--- src/rtl/pa_pkg.sv ---
// ----------------------------------------------------------------------------
// pa_pkg: shared types and constants of the page allocator
// Command and status codes, payload structs, state machine encoding and the
// control/status bundles between controller and datapath.
// ----------------------------------------------------------------------------
package pa_pkg;

  localparam int PAGE_W  = 20;
  localparam int END_W   = 21;
  localparam int COUNT_W = 8;
  localparam int ADDR_W  = 3;
  localparam int DATA_W  = 32;

  localparam int unsigned REG_FIRST_PAGE = 0;
  localparam int unsigned REG_END_PAGE   = 1;

  localparam logic [END_W-1:0] END_PAGE_RESET = 21'd32768;

  typedef enum logic [1:0] {
    CMD_INIT    = 2'd0,
    CMD_ALLOC   = 2'd1,
    CMD_FREE    = 2'd2,
    CMD_ADD_REF = 2'd3
  } cmd_e;

  typedef enum logic [1:0] {
    STAT_OK        = 2'd0,
    STAT_OOM       = 2'd1,
    STAT_BAD_PAGE  = 2'd2,
    STAT_NOT_ALLOC = 2'd3
  } status_e;

  typedef enum logic [1:0] {
    S_CLEAR,
    S_IDLE,
    S_EXEC,
    S_SWEEP
  } state_e;

  typedef struct packed {
    cmd_e              command;
    logic [PAGE_W-1:0] page;
  } in_item_t;

  typedef struct packed {
    status_e            status;
    logic [PAGE_W-1:0]  granted_page;
    logic [COUNT_W-1:0] ref_count;
  } out_item_t;

  typedef struct packed {
    logic load;
    logic commit;
    logic sweep_wr;
  } pa_ctrl_t;

  typedef struct packed {
    logic in_init;
    logic sweep_last;
    logic out_busy;
  } pa_stat_t;

endpackage

--- src/rtl/pa_regs.sv ---
// ----------------------------------------------------------------------------
// pa_regs: configuration registers
// APB-style register file holding the first and end page frame numbers.
// ----------------------------------------------------------------------------
module pa_regs (
  input  logic                       clk_i,
  input  logic                       rst_ni,
  input  logic                       psel,
  input  logic                       penable,
  input  logic                       pwrite,
  input  logic [pa_pkg::ADDR_W-1:0]  paddr,
  input  logic [pa_pkg::DATA_W-1:0]  pwdata,
  output logic [pa_pkg::DATA_W-1:0]  prdata,
  output logic                       pready,
  output logic [pa_pkg::PAGE_W-1:0]  first_page_o,
  output logic [pa_pkg::END_W-1:0]   end_page_o
);

  logic [pa_pkg::PAGE_W-1:0] first_page_q;
  logic [pa_pkg::END_W-1:0]  end_page_q;
  logic                      wr_en;
  logic                      reg_idx;

  assign pready  = 1'b1;
  assign wr_en   = psel && penable && pwrite;
  assign reg_idx = paddr[2];

  always_ff @(posedge clk_i or negedge rst_ni) begin
    if (!rst_ni) begin
      first_page_q <= '0;
      end_page_q   <= pa_pkg::END_PAGE_RESET;
    end else if (wr_en) begin
      if (reg_idx == 1'(pa_pkg::REG_FIRST_PAGE)) begin
        first_page_q <= pwdata[pa_pkg::PAGE_W-1:0];
      end else begin
        end_page_q <= pwdata[pa_pkg::END_W-1:0];
      end
    end
  end

  always_comb begin
    if (reg_idx == 1'(pa_pkg::REG_FIRST_PAGE)) begin
      prdata = pa_pkg::DATA_W'(first_page_q);
    end else begin
      prdata = pa_pkg::DATA_W'(end_page_q);
    end
  end

  assign first_page_o = first_page_q;
  assign end_page_o   = end_page_q;

endmodule

--- config.mk ---
export PLATFORM = sky130hd
export DESIGN_NAME = pa_regs
export DESIGN_NICKNAME = d
export VERILOG_FILES = /design/src/rtl/pa_pkg.sv /design/src/rtl/pa_regs.sv
export SDC_FILE = /design/constraint.sdc
export NUM_CORES = 1
export LEC_CHECK = 0
export ABC_CLOCK_PERIOD_IN_PS = 850
export BUFFER_PORTS_ARGS = -buffer_cell sky130_fd_sc_hd__buf_2
export CAP_MARGIN = 20
export CORE_ASPECT_RATIO = 0.6
export CORE_MARGIN = 2
export CORE_UTILIZATION = 30
export CTS_BUF_LIST = sky130_fd_sc_hd__clkbuf_16
export DETAILED_ROUTE_END_ITERATION = 12
export REMOVE_ABC_BUFFERS = 1
export SYNTH_ARGS = -nofsm -noshare
export SYNTH_HDL_FRONTEND = slang
export SYNTH_SLANG_ARGS = --single-unit
--- constraint.sdc ---
create_clock -name clk_i -period 0.85 [get_ports clk_i]
set_clock_uncertainty 0.05 [all_clocks]
set_input_delay 0.085 -clock clk_i [delete_from_list [all_inputs] [get_ports clk_i]]
set_output_delay 0.085 -clock clk_i [all_outputs]
set_load 0.01 [all_outputs]
# After elaboration in Yosys (flattened, before gate mapping)

Index checks and enable logic that the tools add are counted.

Flip-flop bits (word level): 41
Bits of input ports: 40
Output and inout port bits: 74
Logic and storage cells: 8

Multiplexer cells: 1
Bitwise operators: 1
Reductions and logical operators: 4

Operators with widths:

| cell              | count |
|---|---|
| $mux 21           | 1 |
| $reduce_and 2->1  | 2 |
| $logic_and 1x1->1 | 2 |
| $not 1->1         | 1 |

# Longest topological paths before layout

Word-level depth: 3
Depth in mapped cells: 3
Mapped depth without buffers: 2

# Least setup slack after synthesis

No wires, ideal clock.

Kind: input to register
Start: input port psel
End: register end_page_q, in the netlist end_page_o[0]
Setup time: 0.128 ns
Arrival time: 0.738 ns
Data required time: 0.672 ns
Slack: -0.066 ns
Stages on the path: 3
Buffers on the path: 1
Cells stage by stage: nand4_1 buf_2 mux2_1

Longest elaborated chain between the ends: 3

Ends and longest elaborated chain:

| what                              | RTL line      | source |
|---|---|---|
| start: declaration                | pa_regs.sv:8  | `input logic psel,` |
| $logic_and 1x1->1 (2 in series)   | pa_regs.sv:25 | `assign wr_en = psel && penable && pwrite;` |
| $reduce_and 2->1 (no source line) | -             |  |
| end signal: assignment            | pa_regs.sv:31 | `end_page_q <= pa_pkg::END_PAGE_RESET;` |
| end signal: assignment            | pa_regs.sv:36 | `end_page_q <= pwdata[pa_pkg::END_W-1:0];` |
| end: declaration                  | pa_regs.sv:20 | `logic [pa_pkg::END_W-1:0] end_page_q;` |

No other way between the ends.
A chain may end at the register's enable or synchronous reset.

# Worst setup path in the final report

Start: register end_page_q, in the netlist end_page_o[15]
End: output port prdata[15] (netlist bit)

Longest elaborated chain between the ends: 1

Ends and longest elaborated chain:

| what             | RTL line      | source |
|---|---|---|
| $mux 21          | pa_regs.sv:42 | `if (reg_idx == 1'(pa_pkg::REG_FIRST_PAGE)) begin` |
| end: declaration | pa_regs.sv:13 | `output logic [pa_pkg::DATA_W-1:0] prdata,` |

No other way between the ends.

==> summary.md <==
| Metric | Value |
|---|---|
| Status | `finished, violations left` |
| Failing checks | `hold timing, setup timing` |
| Final Cycle Share | `1.44` |
| Crit path kind | `reg2out` |
| CTS root buffer | `clkbuf_16` |
| Final setup viols | `93` |
| Worst Path Required | `0.71 ns` |
| Sequential-to-total area share from yosys stat | `0.550` |
| Worst setup margin | `-0.373 ns` |
| Max_cap viols | `0` |
| Die height | `65.1 µm` |
| Final Slew Violations | `0` |
| Path category of the worst min-delay check | `in2reg` |
| GPL Wtd Cong | `0.670` |
| Crit path time final | `1.22 ns` |
| WL/cell | `15.4 µm` |
| Bufs and invs on worst path | `1` |
| CTS buffer count | `5` |
| Commonest cells in the netlist | `dfrtp_1 (40), mux2_2 (40), mux2_1 (21)` |
| Most Crowded Layer GR | `met2` |
| Final instance area | `3350 µm²` |
| Layout cells sized above 1 | `0.770` |
| Delay-heaviest family, CP | `flip-flops` |
| CTS H-tree lvls | `2` |
| RSZ-0062 raised after global routing | `true` |
| CP endpoint kind | `output pin` |
| Core box area | `6060 µm²` |
| Insertion delay to the later sink of the worst-skew pair | `0.27 ns` |
| Global-route usage over all layers | `0.157` |
| Detail Route Antenna Nets | `0` |
| Total die area | `6890 µm²` |
| Area growth syn-to-layout | `79.2%` |
| Final HPWL DP | `2990 µm` |
| Post-synthesis register bit count | `41` |
| Worst vdd ir | `1.06 mV` |
| M2 GR Usage | `0.256` |
| Startpoint Class | `register` |
| Synth area leaders | `dfrtp_1 (54%), mux2_2 (24%), mux2_1 (13%)` |
| Number of diodes | `0` |
| CP Cell Sequence | `mux2_4 -> buf_6` |
| Clk buf depth | `2` |
| Initial core utilization | `0.308` |
| TritonCTS clock tree | `yes` |
| Mapped Cells | `125` |
| Largest net degree at the start of global routing | `42` |
| CP max stage cell | `dfstp_2` |
| Initial antenna violation count | `0` |
| Area share of the largest cell type after synthesis | `0.536` |
| Final Hold Vio Count | `1` |
| Met1 usage | `0.220` |
| CP arrival | `1.09 ns` |
| Post-route DRC | `0` |
| First-pass iteration count of the detailed router | `4` |
| Power Density | `2400 nW/µm²` |
| Overflow after GRT | `0` |
| Vias per inst | `4.32` |
| Fmax | `818 MHz` |
| Cell area after placement | `2400 µm²` |
| Die width | `106 µm` |
| Number of DRC markers in iteration 0 | `43` |
| Post-synth top area cell | `dfrtp_1` |
| Worst Path Max Fanout | `3` |
| # IOs | `114` |
| Layout Nets | `291` |
| Warnings from Yosys | `0` |
| Unique masters post-synth | `10` |
| Cell area after synthesis | `1870 µm²` |
| Async S/R FF share, synth | `1.00` |
| Final wirelength | `5190 µm` |
| Clock slew at reported path FFs | `0.06 ns` |
| Num Clock Sinks | `41` |
| Met3 usage | `0.0417` |
| Global-route wire length before repair | `8420 µm` |
| FP Rows | `22` |
| IO buf count | `88` |
| Vias in the first global route | `1573` |
| Most used DFF post-synth | `dfrtp_1` |
| Leakage Power | `1.77 nW` |
| Pre-CTS setup slack | `-0.292 ns` |
| Max incr delay on CP | `0.56 ns` |
| Hold-fix buffer count after cts | `1` |
| WHS | `-0.00522 ns` |
| Post-synth EDFFs | `0` |
| Post-Syn Area per Cell | `14.9 µm²` |
| DR vias | `1450` |
## metal layers
metal  share of wire  up-vias
met5               0        -
met4          0.0027        0
met3           0.061        2
met2            0.45       64
met1            0.48      717
li1                -      667
## cells by family after synthesis
logic type | share of synthesized area
buffers and inverters | 0.0670
DFF | 0.550
and+or+nand+nor | 0.0114
other | 0.00402
muxes | 0.368
## final cells by class
class	count	area, µm²
Clock inverter	3	13.8
Sequential cell	41	1030
Multi-Input combinational cell	76	918
Clock buffer	5	125
Tap cell	84	105
Fill cell	518	2710
Timing Repair Buffer	127	1160
## cell usage in the layout, fill, tap and decap left out
| master | Yosys | final |
|---|---|---|
| buf_6 | 0 | 71 |
| mux2_2 | 40 | 16 |
| mux2_4 | 0 | 44 |
| conb_1 | 2 | 12 |
| and2_1 | 1 | 1 |
| buf_16 | 0 | 1 |
| dlygate4sd3_1 | 0 | 1 |
| nand4_1 | 1 | 1 |
| buf_4 | 14 | 8 |
| mux2_1 | 21 | 1 |
| nand4b_1 | 1 | 1 |
| inv_1 | 0 | 1 |
| clkbuf_16 | 0 | 5 |
| buf_12 | 0 | 2 |
| dfstp_2 | 1 | 1 |
| clkinv_2 | 0 | 2 |
| buf_2 | 4 | 44 |
| dfrtp_1 | 40 | 40 |
## state kept, by name (all words and copies together), names as in the netlist
register      cells
end_page_o       21
first_page_o     20
## stage by stage
stage	TNS, ns	total power, W	cells	utilization
6_report	-15.45	0.00805	336	0.553
5_1_grt	-18.01	0.00850	336	0.553
4_1_cts	-14.90	0.00778	330	0.535
3_5_place_dp	-14.02	0.00458	296	0.397
3_3_place_gp	-13.52	0.00454	296	0.397
2_1_floorplan	-24.13	0.00365	117	-
## path summary, 6_finish.rpt
| check | to | cells past startpoint | from | slack [ns] |
|---|---|---|---|---|
| max | prdata[15] | 2 | end_page_o[15] | -0.37 |
| min | end_page_o[20] | 2 | pwdata[20] | -0.005 |
| max reg2reg | end_page_o[11] | 2 | end_page_o[11] | -0.10 |
| min reg2reg | end_page_o[20] | 1 | end_page_o[20] | 0.47 |
| max in group asynchronous | end_page_o[15] | 3 | rst_ni | 0.21 |
| min in group asynchronous | end_page_o[12] | 3 | rst_ni | 0.27 |
## what timing repair did
| item | 4_1_cts | 5_1_grt |
|---|---|---|
| setup endpoints to repair | 71 | 98 |
| gates resized for setup | 96 | 36 |
| gates cloned | 2 | 0 |
| buffers inserted | 23 | 21 |
| hold endpoints to repair | 48 | 1 |
## worst register-to-register path: stages, from the launching register on
cell     delay, ns
dfrtp_1       0.40
buf_4         0.14
mux2_4        0.24
## power by group
part / switching [W] / internal (W)
registers: 0.000331 / 0.00240
logic: 0.00119 / 0.00235
clock network: 0.000718 / 0.00107
total: 0.00224 / 0.00581
(Power assumes the default switching activity.)
