## src/rtl/pa_pkg.sv

```systemverilog
// ----------------------------------------------------------------------------
// pa_pkg: shared types and constants of the page allocator
// Command and status codes, payload structs, state machine encoding and the
// control/status bundles between controller and datapath.
// ----------------------------------------------------------------------------
package pa_pkg;

  localparam int PAGE_W  = 20;
  localparam int END_W   = 21;
  localparam int COUNT_W = 8;
  localparam int ADDR_W  = 3;
  localparam int DATA_W  = 32;

  localparam int unsigned REG_FIRST_PAGE = 0;
  localparam int unsigned REG_END_PAGE   = 1;

  localparam logic [END_W-1:0] END_PAGE_RESET = 21'd32768;

  typedef enum logic [1:0] {
    CMD_INIT    = 2'd0,
    CMD_ALLOC   = 2'd1,
    CMD_FREE    = 2'd2,
    CMD_ADD_REF = 2'd3
  } cmd_e;

  typedef enum logic [1:0] {
    STAT_OK        = 2'd0,
    STAT_OOM       = 2'd1,
    STAT_BAD_PAGE  = 2'd2,
    STAT_NOT_ALLOC = 2'd3
  } status_e;

  typedef enum logic [1:0] {
    S_CLEAR,
    S_IDLE,
    S_EXEC,
    S_SWEEP
  } state_e;

  typedef struct packed {
    cmd_e              command;
    logic [PAGE_W-1:0] page;
  } in_item_t;

  typedef struct packed {
    status_e            status;
    logic [PAGE_W-1:0]  granted_page;
    logic [COUNT_W-1:0] ref_count;
  } out_item_t;

  typedef struct packed {
    logic load;
    logic commit;
    logic sweep_wr;
  } pa_ctrl_t;

  typedef struct packed {
    logic in_init;
    logic sweep_last;
    logic out_busy;
  } pa_stat_t;

endpackage

```

## src/rtl/pa_ctrl.sv

```systemverilog
// ----------------------------------------------------------------------------
// pa_ctrl: allocator controller
// Sequences the reset clearing pass, command accept, init sweep and commit.
// ----------------------------------------------------------------------------
module pa_ctrl (
  input  logic             clk_i,
  input  logic             rst_ni,
  input  logic             in_valid_i,
  output logic             in_ready_o,
  input  pa_pkg::pa_stat_t stat_i,
  output pa_pkg::pa_ctrl_t ctrl_o
);

  pa_pkg::state_e state_q;
  pa_pkg::state_e state_d;

  always_ff @(posedge clk_i or negedge rst_ni) begin
    if (!rst_ni) begin
      state_q <= pa_pkg::S_CLEAR;
    end else begin
      state_q <= state_d;
    end
  end

  always_comb begin
    state_d    = state_q;
    ctrl_o     = '0;
    in_ready_o = 1'b0;
    case (state_q)
      pa_pkg::S_CLEAR: begin
        ctrl_o.sweep_wr = 1'b1;
        if (stat_i.sweep_last) begin
          state_d = pa_pkg::S_IDLE;
        end
      end
      pa_pkg::S_IDLE: begin
        in_ready_o = 1'b1;
        if (in_valid_i) begin
          ctrl_o.load = 1'b1;
          state_d     = stat_i.in_init ? pa_pkg::S_SWEEP : pa_pkg::S_EXEC;
        end
      end
      pa_pkg::S_SWEEP: begin
        ctrl_o.sweep_wr = 1'b1;
        if (stat_i.sweep_last) begin
          state_d = pa_pkg::S_EXEC;
        end
      end
      pa_pkg::S_EXEC: begin
        if (!stat_i.out_busy) begin
          ctrl_o.commit = 1'b1;
          state_d       = pa_pkg::S_IDLE;
        end
      end
      default: begin
        state_d = pa_pkg::S_CLEAR;
      end
    endcase
  end

endmodule

```

## config.mk

```make
export PLATFORM = sky130hd
export DESIGN_NAME = pa_ctrl
export DESIGN_NICKNAME = d
export VERILOG_FILES = /design/src/rtl/pa_pkg.sv /design/src/rtl/pa_ctrl.sv
export SDC_FILE = /design/constraint.sdc
export NUM_CORES = 1
export LEC_CHECK = 0
export BUFFER_PORTS_ARGS = -buffer_cell sky130_fd_sc_hd__buf_2
export CAP_MARGIN = 20
export CORE_AREA = 2 2 39 41
export CTS_CLUSTER_SIZE = 40
export DETAILED_ROUTE_END_ITERATION = 16
export DIE_AREA = 0 0 41 43
export GPL_TIMING_DRIVEN = 0
export PLACE_DENSITY_LB_ADDON = 0.3
export SYNTH_ARGS = -nofsm -noshare
export SYNTH_HDL_FRONTEND = slang
export SYNTH_SLANG_ARGS = --single-unit
```

## constraint.sdc

```tcl
create_clock -name clk_i -period 1.4 [get_ports clk_i]
set_input_delay 0.21 -clock clk_i [delete_from_list [all_inputs] [get_ports clk_i]]
set_output_delay 0.21 -clock clk_i [all_outputs]
set_load 0.005 [all_outputs]
```

Word-level counts from Yosys, hierarchy flattened --
Index checks and enable logic that the tools add are counted.
Word-level totals: input port bits 6, register bits 2
Operators by class: eq/ne operators 7, muxes and demuxes 12, reduce and logical (&&, ||, !) cells 3
Operators with widths (number):
- $mux W2 | 4
- $ne A2 B2 Y1 const B | 4
- $pmux W2 S4 | 1
- $mux W1 | 7
- $eq A2 B2 Y1 const B | 2
- $reduce_and A4 Y1 | 1
- $eq A2 B1 Y1 const B | 1
- $logic_not A2 Y1 | 1
- $reduce_or A2 Y1 | 1

Logic depth before layout (Yosys ltp) --
Gate-level depths: netlist (run 1).
depth in word-level cells 3, depth in mapped cells 5, mapped depth without buffers 5

Worst setup path after synthesis (run 1) --
Ideal clock, no wire load.
kind reg-to-reg, start register state_q[1], end register state_q[0], data arrival time 1.163 ns, path buffers 0, cell stages (with the launch flop) 6, setup time 0.079 ns, path slack 0.158 ns, cells stage by stage dfrtp_1 -> inv_1 -> ha_1 -> inv_2 -> o221ai_2 -> mux2i_1
On the way: cells in the longest elaborated chain, start to end 3
RTL lines:
- from (decl) | RTL line pa_ctrl.sv:14 | pa_pkg::state_e state_q;
- from (signal assigned) | RTL line pa_ctrl.sv:19 | state_q <= pa_pkg::S_CLEAR;
- from (signal assigned) | RTL line pa_ctrl.sv:21 | state_q <= state_d;
- $eq A2 B2 Y1, or another cell as far along | RTL line pa_ctrl.sv:29 | case (state_q)
- $ne A2 B2 Y1 (no line)
- $reduce_and A4 Y1 (no line)
Parallel ways exist; a longest one is shown, timed or not. A chain may end at the register's enable or synchronous reset.

==> metrics.txt, run 1 <==
Max H-tree Level=1; biggest regs=state_q: 2 flops; CTS tree=done; initial antenna violation count=0; met3 WL=53 um; routed wl met2=193 um; Final Hold Viols=0; reg2reg setup slack=0.10 ns; Worst Path Arrival=about 1.2 ns; Mapped Area=196 um2; cell depth of the worst flop-to-flop path=5; final cycle utilization of the critical path=a little under 100%; CP max stage delay=0.42 ns; # IOs=10; effective utilization at floorplan=14.2%; Setup Viol. Count Final=0; Chip Width=41 um; later-pin clock latency in the skew report=between 0.2 and 0.25 ns; Req. time, crit path=1.19 ns; antenna diode count=0; Final Max Tran Viols=0; WL final=421 um; crit path kind=flop to output port; CP cell instances=inv_2, ha_2, nor2b_1, buf_2; DR iter-0 viols=0; die area=between 1500 and 2000 um2; via count=180; hold wc startpoint=stat_i[2]; most common cell after layout, fill and taps aside=buf_2; top cells by area, synth=dfrtp_1, ha_1, a2111oi_2, o221ai_2, nor2b_1; Syn Inst Count=21; most frequent cells in the layout=buf_2, inv_2, clkbuf_4; Avg Cell Area, Syn=9.35 um2; number of global-route vias before repair=167; Distinct cells, synth=12; VDD IR max=0.754 mV; # fillers=158; hold crit path type=primary input to flop; Warnings, synthesis=0; Critical R2R Capture=state_q[1]; # DRC=0; CTS buffer count=3; antenna-violating nets left=0; top-area cell type share of the netlist area=25.5%; GP Congestion=0.713; Max Freq=720 MHz; drt via density=3.60; Max-cap violations=0; sequential area share after synthesis=25.5%; Clock Tree Root=clkbuf_4; Setup crit start kind=flop; WHS Endpoint=state_q[0]; first-pass GRT wire length=between 600 and 700 um; Setup Skew=a little over 0.006 ns; RSZ-0062 raised after global routing=true; Crit Path Max Fanout=3; P per Cell Area=2200 nW/um2; core area=1380 um2; WL/cell=between 8 and 9 um; Reg with most FFs=state_q; largest net degree at the start of global routing=7; Post-DP Area=262 um2; Final #Nets=46; Syn Nets=31; Detail Placement HPWL=a little over 300 um; final worst-path setup slack=0.0112 ns; # port buffers=9; GRT overflow=0; clk slew on worst S/H paths=0.03 ns; DP Worst Slack=~0.05 ns; layout cell share with drive strength beyond 1=61.8%; Hold Path Depth=3; first drt pass iteration count=1; top sig layer=met3; Slowest-stage cell, CP=dfrtp_1; Tot GR Track Use=5.83%; Yosys top cell by area=dfrtp_1; CTS Buffer Depth=2; max FFs per register=2; die outline height=approximately 43 um; leakage power=0.000152 uW; Final Cell Area=313 um2; Core Rows=14; max_slew headroom=82.4%; met1 wire length=about 170 um; CTS Sinks=2; startpoint of the worst register-to-register path=state_q[0]; critical path endpoint category=output port; post-layout minimum cycle time=1.39 ns; Worst-Margin Slew=0.263 ns; #FFs+latches synth=2; Area Growth Syn to Fin=59.2%; final total power=688 uW; status=finished, final reports clean
power breakdown:
| part | switching [uW] | internal, uW | total (uW) |
|---|---|---|---|
| combinational | 210 | 223 | 433 |
| clock | 32.2 | 94.6 | 127 |
| sequential | 37.3 | 91.0 | 128 |
cell families after synthesis:
family,share of synthesized area [%]
AOI/OAI and AO/OA,20.4
and+or+nand+nor,15.9
buffers and inverters,7.64
muxes,5.10
adders and majority gates,25.5
DFF,25.5
layer usage:
metal	GRT usage, %	vias up
met5	0	-
met2	7.19	9
met4	6.00	0
met3	4.71	0
met1	5.48	74
li1	-	97
worst max path at each step:
stage | startpoint | to | cells after the start
CTS | state_q[1] | ctrl_o[2] | 4
floorplan | state_q[1] | state_q[0] | 5
global route | state_q[0] | state_q[1] | 5
detailed placement | state_q[1] | state_q[0] | 5
global placement | state_q[1] | state_q[0] | 5
finish | state_q[0] | ctrl_o[1] | 4
per-stage QoR:
stage	utilization [%]	setup TNS, ns	hold WS, ns	instances
2_1_floorplan	-	0	-0.0856	21
3_3_place_gp	18.9	0	-0.00386	46
3_5_place_dp	18.9	0	-0.00361	46
4_1_cts	21.4	-0.0384	0.284	50
5_1_grt	22.6	-0.114	0.301	50
6_report	22.6	0	0.295	50
Yosys cell counts, drive strengths merged:
master and number:
and2 1, nor2b 2, nand2 1, inv 4
ha 4, nor2 2, a2111oi 1, a21oi 2
o221ai 1, mux2i 1, dfrtp 2
final cells by class:
cell class | instances | area (um2) | area share (%)
Sequential cell | 2 | 50.0 | 16.0
Timing Repair Buffer | 10 | 55.1 | 17.6
Tap cell | 16 | 20.0 | 6.40
Inverter | 4 | 15.0 | 4.80
Clock buffer | 3 | 22.5 | 7.20
Multi-Input combinational cell | 15 | 150 | 48.0
repair_timing:
action,CTS,global route
pin swaps,0,1
setup endpoints to repair,2,3
gates resized for setup,1,6
hold buffers,1,0
buffers inserted,0,0
endpoints found under the hold margin,2,0
worst max-delay path: cells and delay by family (launching register included):
family	cells	cell delay (ns)
adders and majority gates	1	0.19
and+or+nand+nor	1	0.13
buffers and inverters	2	0.22
DFF	1	0.42
Power figures use the tool's default switching activity.
==> run 2: changes to the inputs <==
==> constraint.sdc (replaced) <==
create_clock -name clk_i -period 1.4 [get_ports clk_i]
set_input_delay 0.28 -clock clk_i [delete_from_list [all_inputs] [get_ports clk_i]]
set_output_delay 0.28 -clock clk_i [all_outputs]
set_load 0.005 [all_outputs]
==> run 2 against run 1 <==
The run now ends with negative setup slack left. Non-clock buffer count grew 4. Total power grew 36%. Via count grew 11%. Global-route usage grew 0.50 points. Cell count grew 8.0%. Setup slack lost 0.016 ns.
==> metrics.txt, run 2 (same netlist as run 1, synthesis figures left out) <==
biggest regs=state_q: 2 flops (unchanged); placed cells=46 (unchanged); CTS Buffer Depth=2 (unchanged); later-pin clock latency in the skew report=0.22 ns (about the same); P per Cell Area=2380 nW/um2 (was 2200 nW/um2); Req. time, crit path=1.12 ns (was 1.19 ns); die outline height=43 um (unchanged); CTS tree=done (unchanged); first drt pass iteration count=2 (was 1); Final Non-Filler Cells=54 (was 50); Max H-tree Level=1 (unchanged); Worst-Margin Slew=0.258 ns (was 0.263 ns); largest net degree at the start of global routing=7 (unchanged); antenna-violating nets left=0 (unchanged); Final Hold Viols=0 (unchanged); DR iter-0 viols=1 (was 0); WL/cell=8.41 um (was 8.42 um); max FFs per register=2 (unchanged); Setup Viol. Count Final=2 (was 0); Final Cell Area=392 um2 (was 313 um2); Crit Path Max Fanout=3 (unchanged); reg2reg setup slack=0.06 ns (was 0.10 ns); Worst Path Buf+Inv=2 (unchanged); clk slew on worst S/H paths=0.03 ns (about the same); Core Rows=14 (unchanged); leakage power=0.000179 uW (was 0.000152 uW); final total power=933 uW (was 688 uW); Max Freq=712 MHz (was 720 MHz); number of global-route vias before repair=183 (was 167); post-layout minimum cycle time=1.41 ns (was 1.39 ns); GRT overflow=0 (unchanged); Worst Path Arrival=1.13 ns (was 1.18 ns); VDD IR max=0.872 mV (was 0.754 mV); max_slew headroom=82.8% (was 82.4%); Detail Placement HPWL=309 um (unchanged); via count=199 (was 180); CTS Sinks=2 (unchanged); met3 Usage GRT=4.71% (unchanged); Chip Width=41 um (unchanged); GP Congestion=0.713 (unchanged); # port buffers=9 (unchanged); status=complete, but fails checks (was finished, final reports clean); # IOs=10 (unchanged); Setup Skew=0.00610 ns (unchanged); critical path endpoint category=output port (unchanged); layout cell share with drive strength beyond 1=71.1% (was 61.8%); Max-cap violations=0 (unchanged); Clock Tree Root=clkbuf_4 (unchanged); GR Layer Usage met2=7.81% (was 7.19%); Post-DP Area=262 um2 (unchanged); antenna diode count=0 (unchanged); Critical R2R Capture=state_q[1] (unchanged); Setup crit start kind=flop (unchanged); final worst-path setup slack=-0.00504 ns (was 0.0112 ns); crit path kind=flop to output port (unchanged); WL final=454 um (was 421 um); RSZ-0062 raised after global routing=true (unchanged); effective utilization at floorplan=14.2% (unchanged); met1 usage in global routing=6.45% (was 5.48%); CP cell instances=inv_2, ha_4, nor2b_1, buf_2 (was inv_2, ha_2, nor2b_1, buf_2); Slowest-stage cell, CP=dfrtp_1 (unchanged); cell depth of the worst flop-to-flop path=5 (unchanged); CP max stage delay=0.42 ns (about the same); die area=1760 um2 (unchanged); core area=1380 um2 (unchanged); drt via density=3.69 (was 3.60); Area Growth Syn to Fin=99.4% (was 59.2%); Reg with most FFs=state_q (unchanged); most frequent cells in the layout=buf_2, inv_2, buf_4 (was buf_2, inv_2, clkbuf_4); Final Max Tran Viols=0 (unchanged); first-pass GRT wire length=676 um (was 607 um); cell class contributing the biggest share of worst-path delay=flip-flops (unchanged); CTS buffer count=3 (unchanged); # fillers=152 (was 158); Final #Nets=50 (was 46); failing checks=negative setup slack; GRT busiest layer=met2 (unchanged); startpoint of the worst register-to-register path=state_q[1] (was state_q[0]); # DRC=0 (unchanged); initial antenna violation count=0 (unchanged); most common cell after layout, fill and taps aside=buf_2 (unchanged); final cycle utilization of the critical path=100% (was 99.2%); Tot GR Track Use=6.33% (was 5.83%); hold crit path type=primary input to async pin (was primary input to flop)
run 2: where the power goes:
group / switching, uW / internal, uW / total, uW
Sequential: 30.2 / 91.0 / 121
Clock: 32.2 / 94.6 / 127
Combinational: 305 / 380 / 685
run 2: repair_timing:
| action | 4_1_cts | 5_1_grt |
|---|---|---|
| hold buffers | 1 | 0 |
| setup buffers | 3 | 1 |
| pin swaps | 3 | 0 |
| setup endpoints to repair | 4 | 4 |
| hold endpoints to repair | 2 | 0 |
| resized for setup | 10 | 3 |
run 2: through the flow:
step	util, %	hold WS (ns)	setup TNS [ns]	worst slack, ns
after floorplan	-	-0.0156	0	0.158
after global placement	18.9	0.0661	0	0.0270
after detailed placement	18.9	0.0664	0	0.0499
after CTS	26.1	0.354	-0.0305	-0.0155
after global routing	28.3	0.371	-0.177	-0.0621
final	28.3	0.366	-0.00802	-0.00504
run 2: layout make-up:
| cell class | instances | area (um2) | area share [%] |
|---|---|---|---|
| inverters | 4 | 15.0 | 3.83 |
| repair buffers | 14 | 97.6 | 24.9 |
| flip-flops and latches | 2 | 50.0 | 12.8 |
| clock buffers | 3 | 22.5 | 5.75 |
| multi-input cells | 15 | 186 | 47.6 |
| well taps | 16 | 20.0 | 5.11 |
run 2: how the worst max path moves through the flow:
stage	from	end	slack, ns	cells after the start
global placement	state_q[1]	state_q[0]	0.03	5
floorplan	state_q[1]	state_q[0]	0.16	5
global route	state_q[0]	ctrl_o[1]	-0.06	4
finish	state_q[0]	ctrl_o[1]	-0.005	4
CTS	state_q[0]	ctrl_o[1]	-0.02	4
detailed placement	state_q[1]	state_q[0]	0.05	5
run 2: worst register-to-register path: cells and delay by family, from the launching register on:
kind,cells,cell delay [ns]
flip-flops,1,0.37
AO/OA/AOI/OAI,2,0.40
adder cells (fa/ha/maj),1,0.15
buffers and inverters,2,0.28
run 2: layer usage:
metal	wire length, um	vias to the layer above
li1	-	105
met1	189	85
met2	213	9
met3	51	0
met4	0	0
met5	0	-
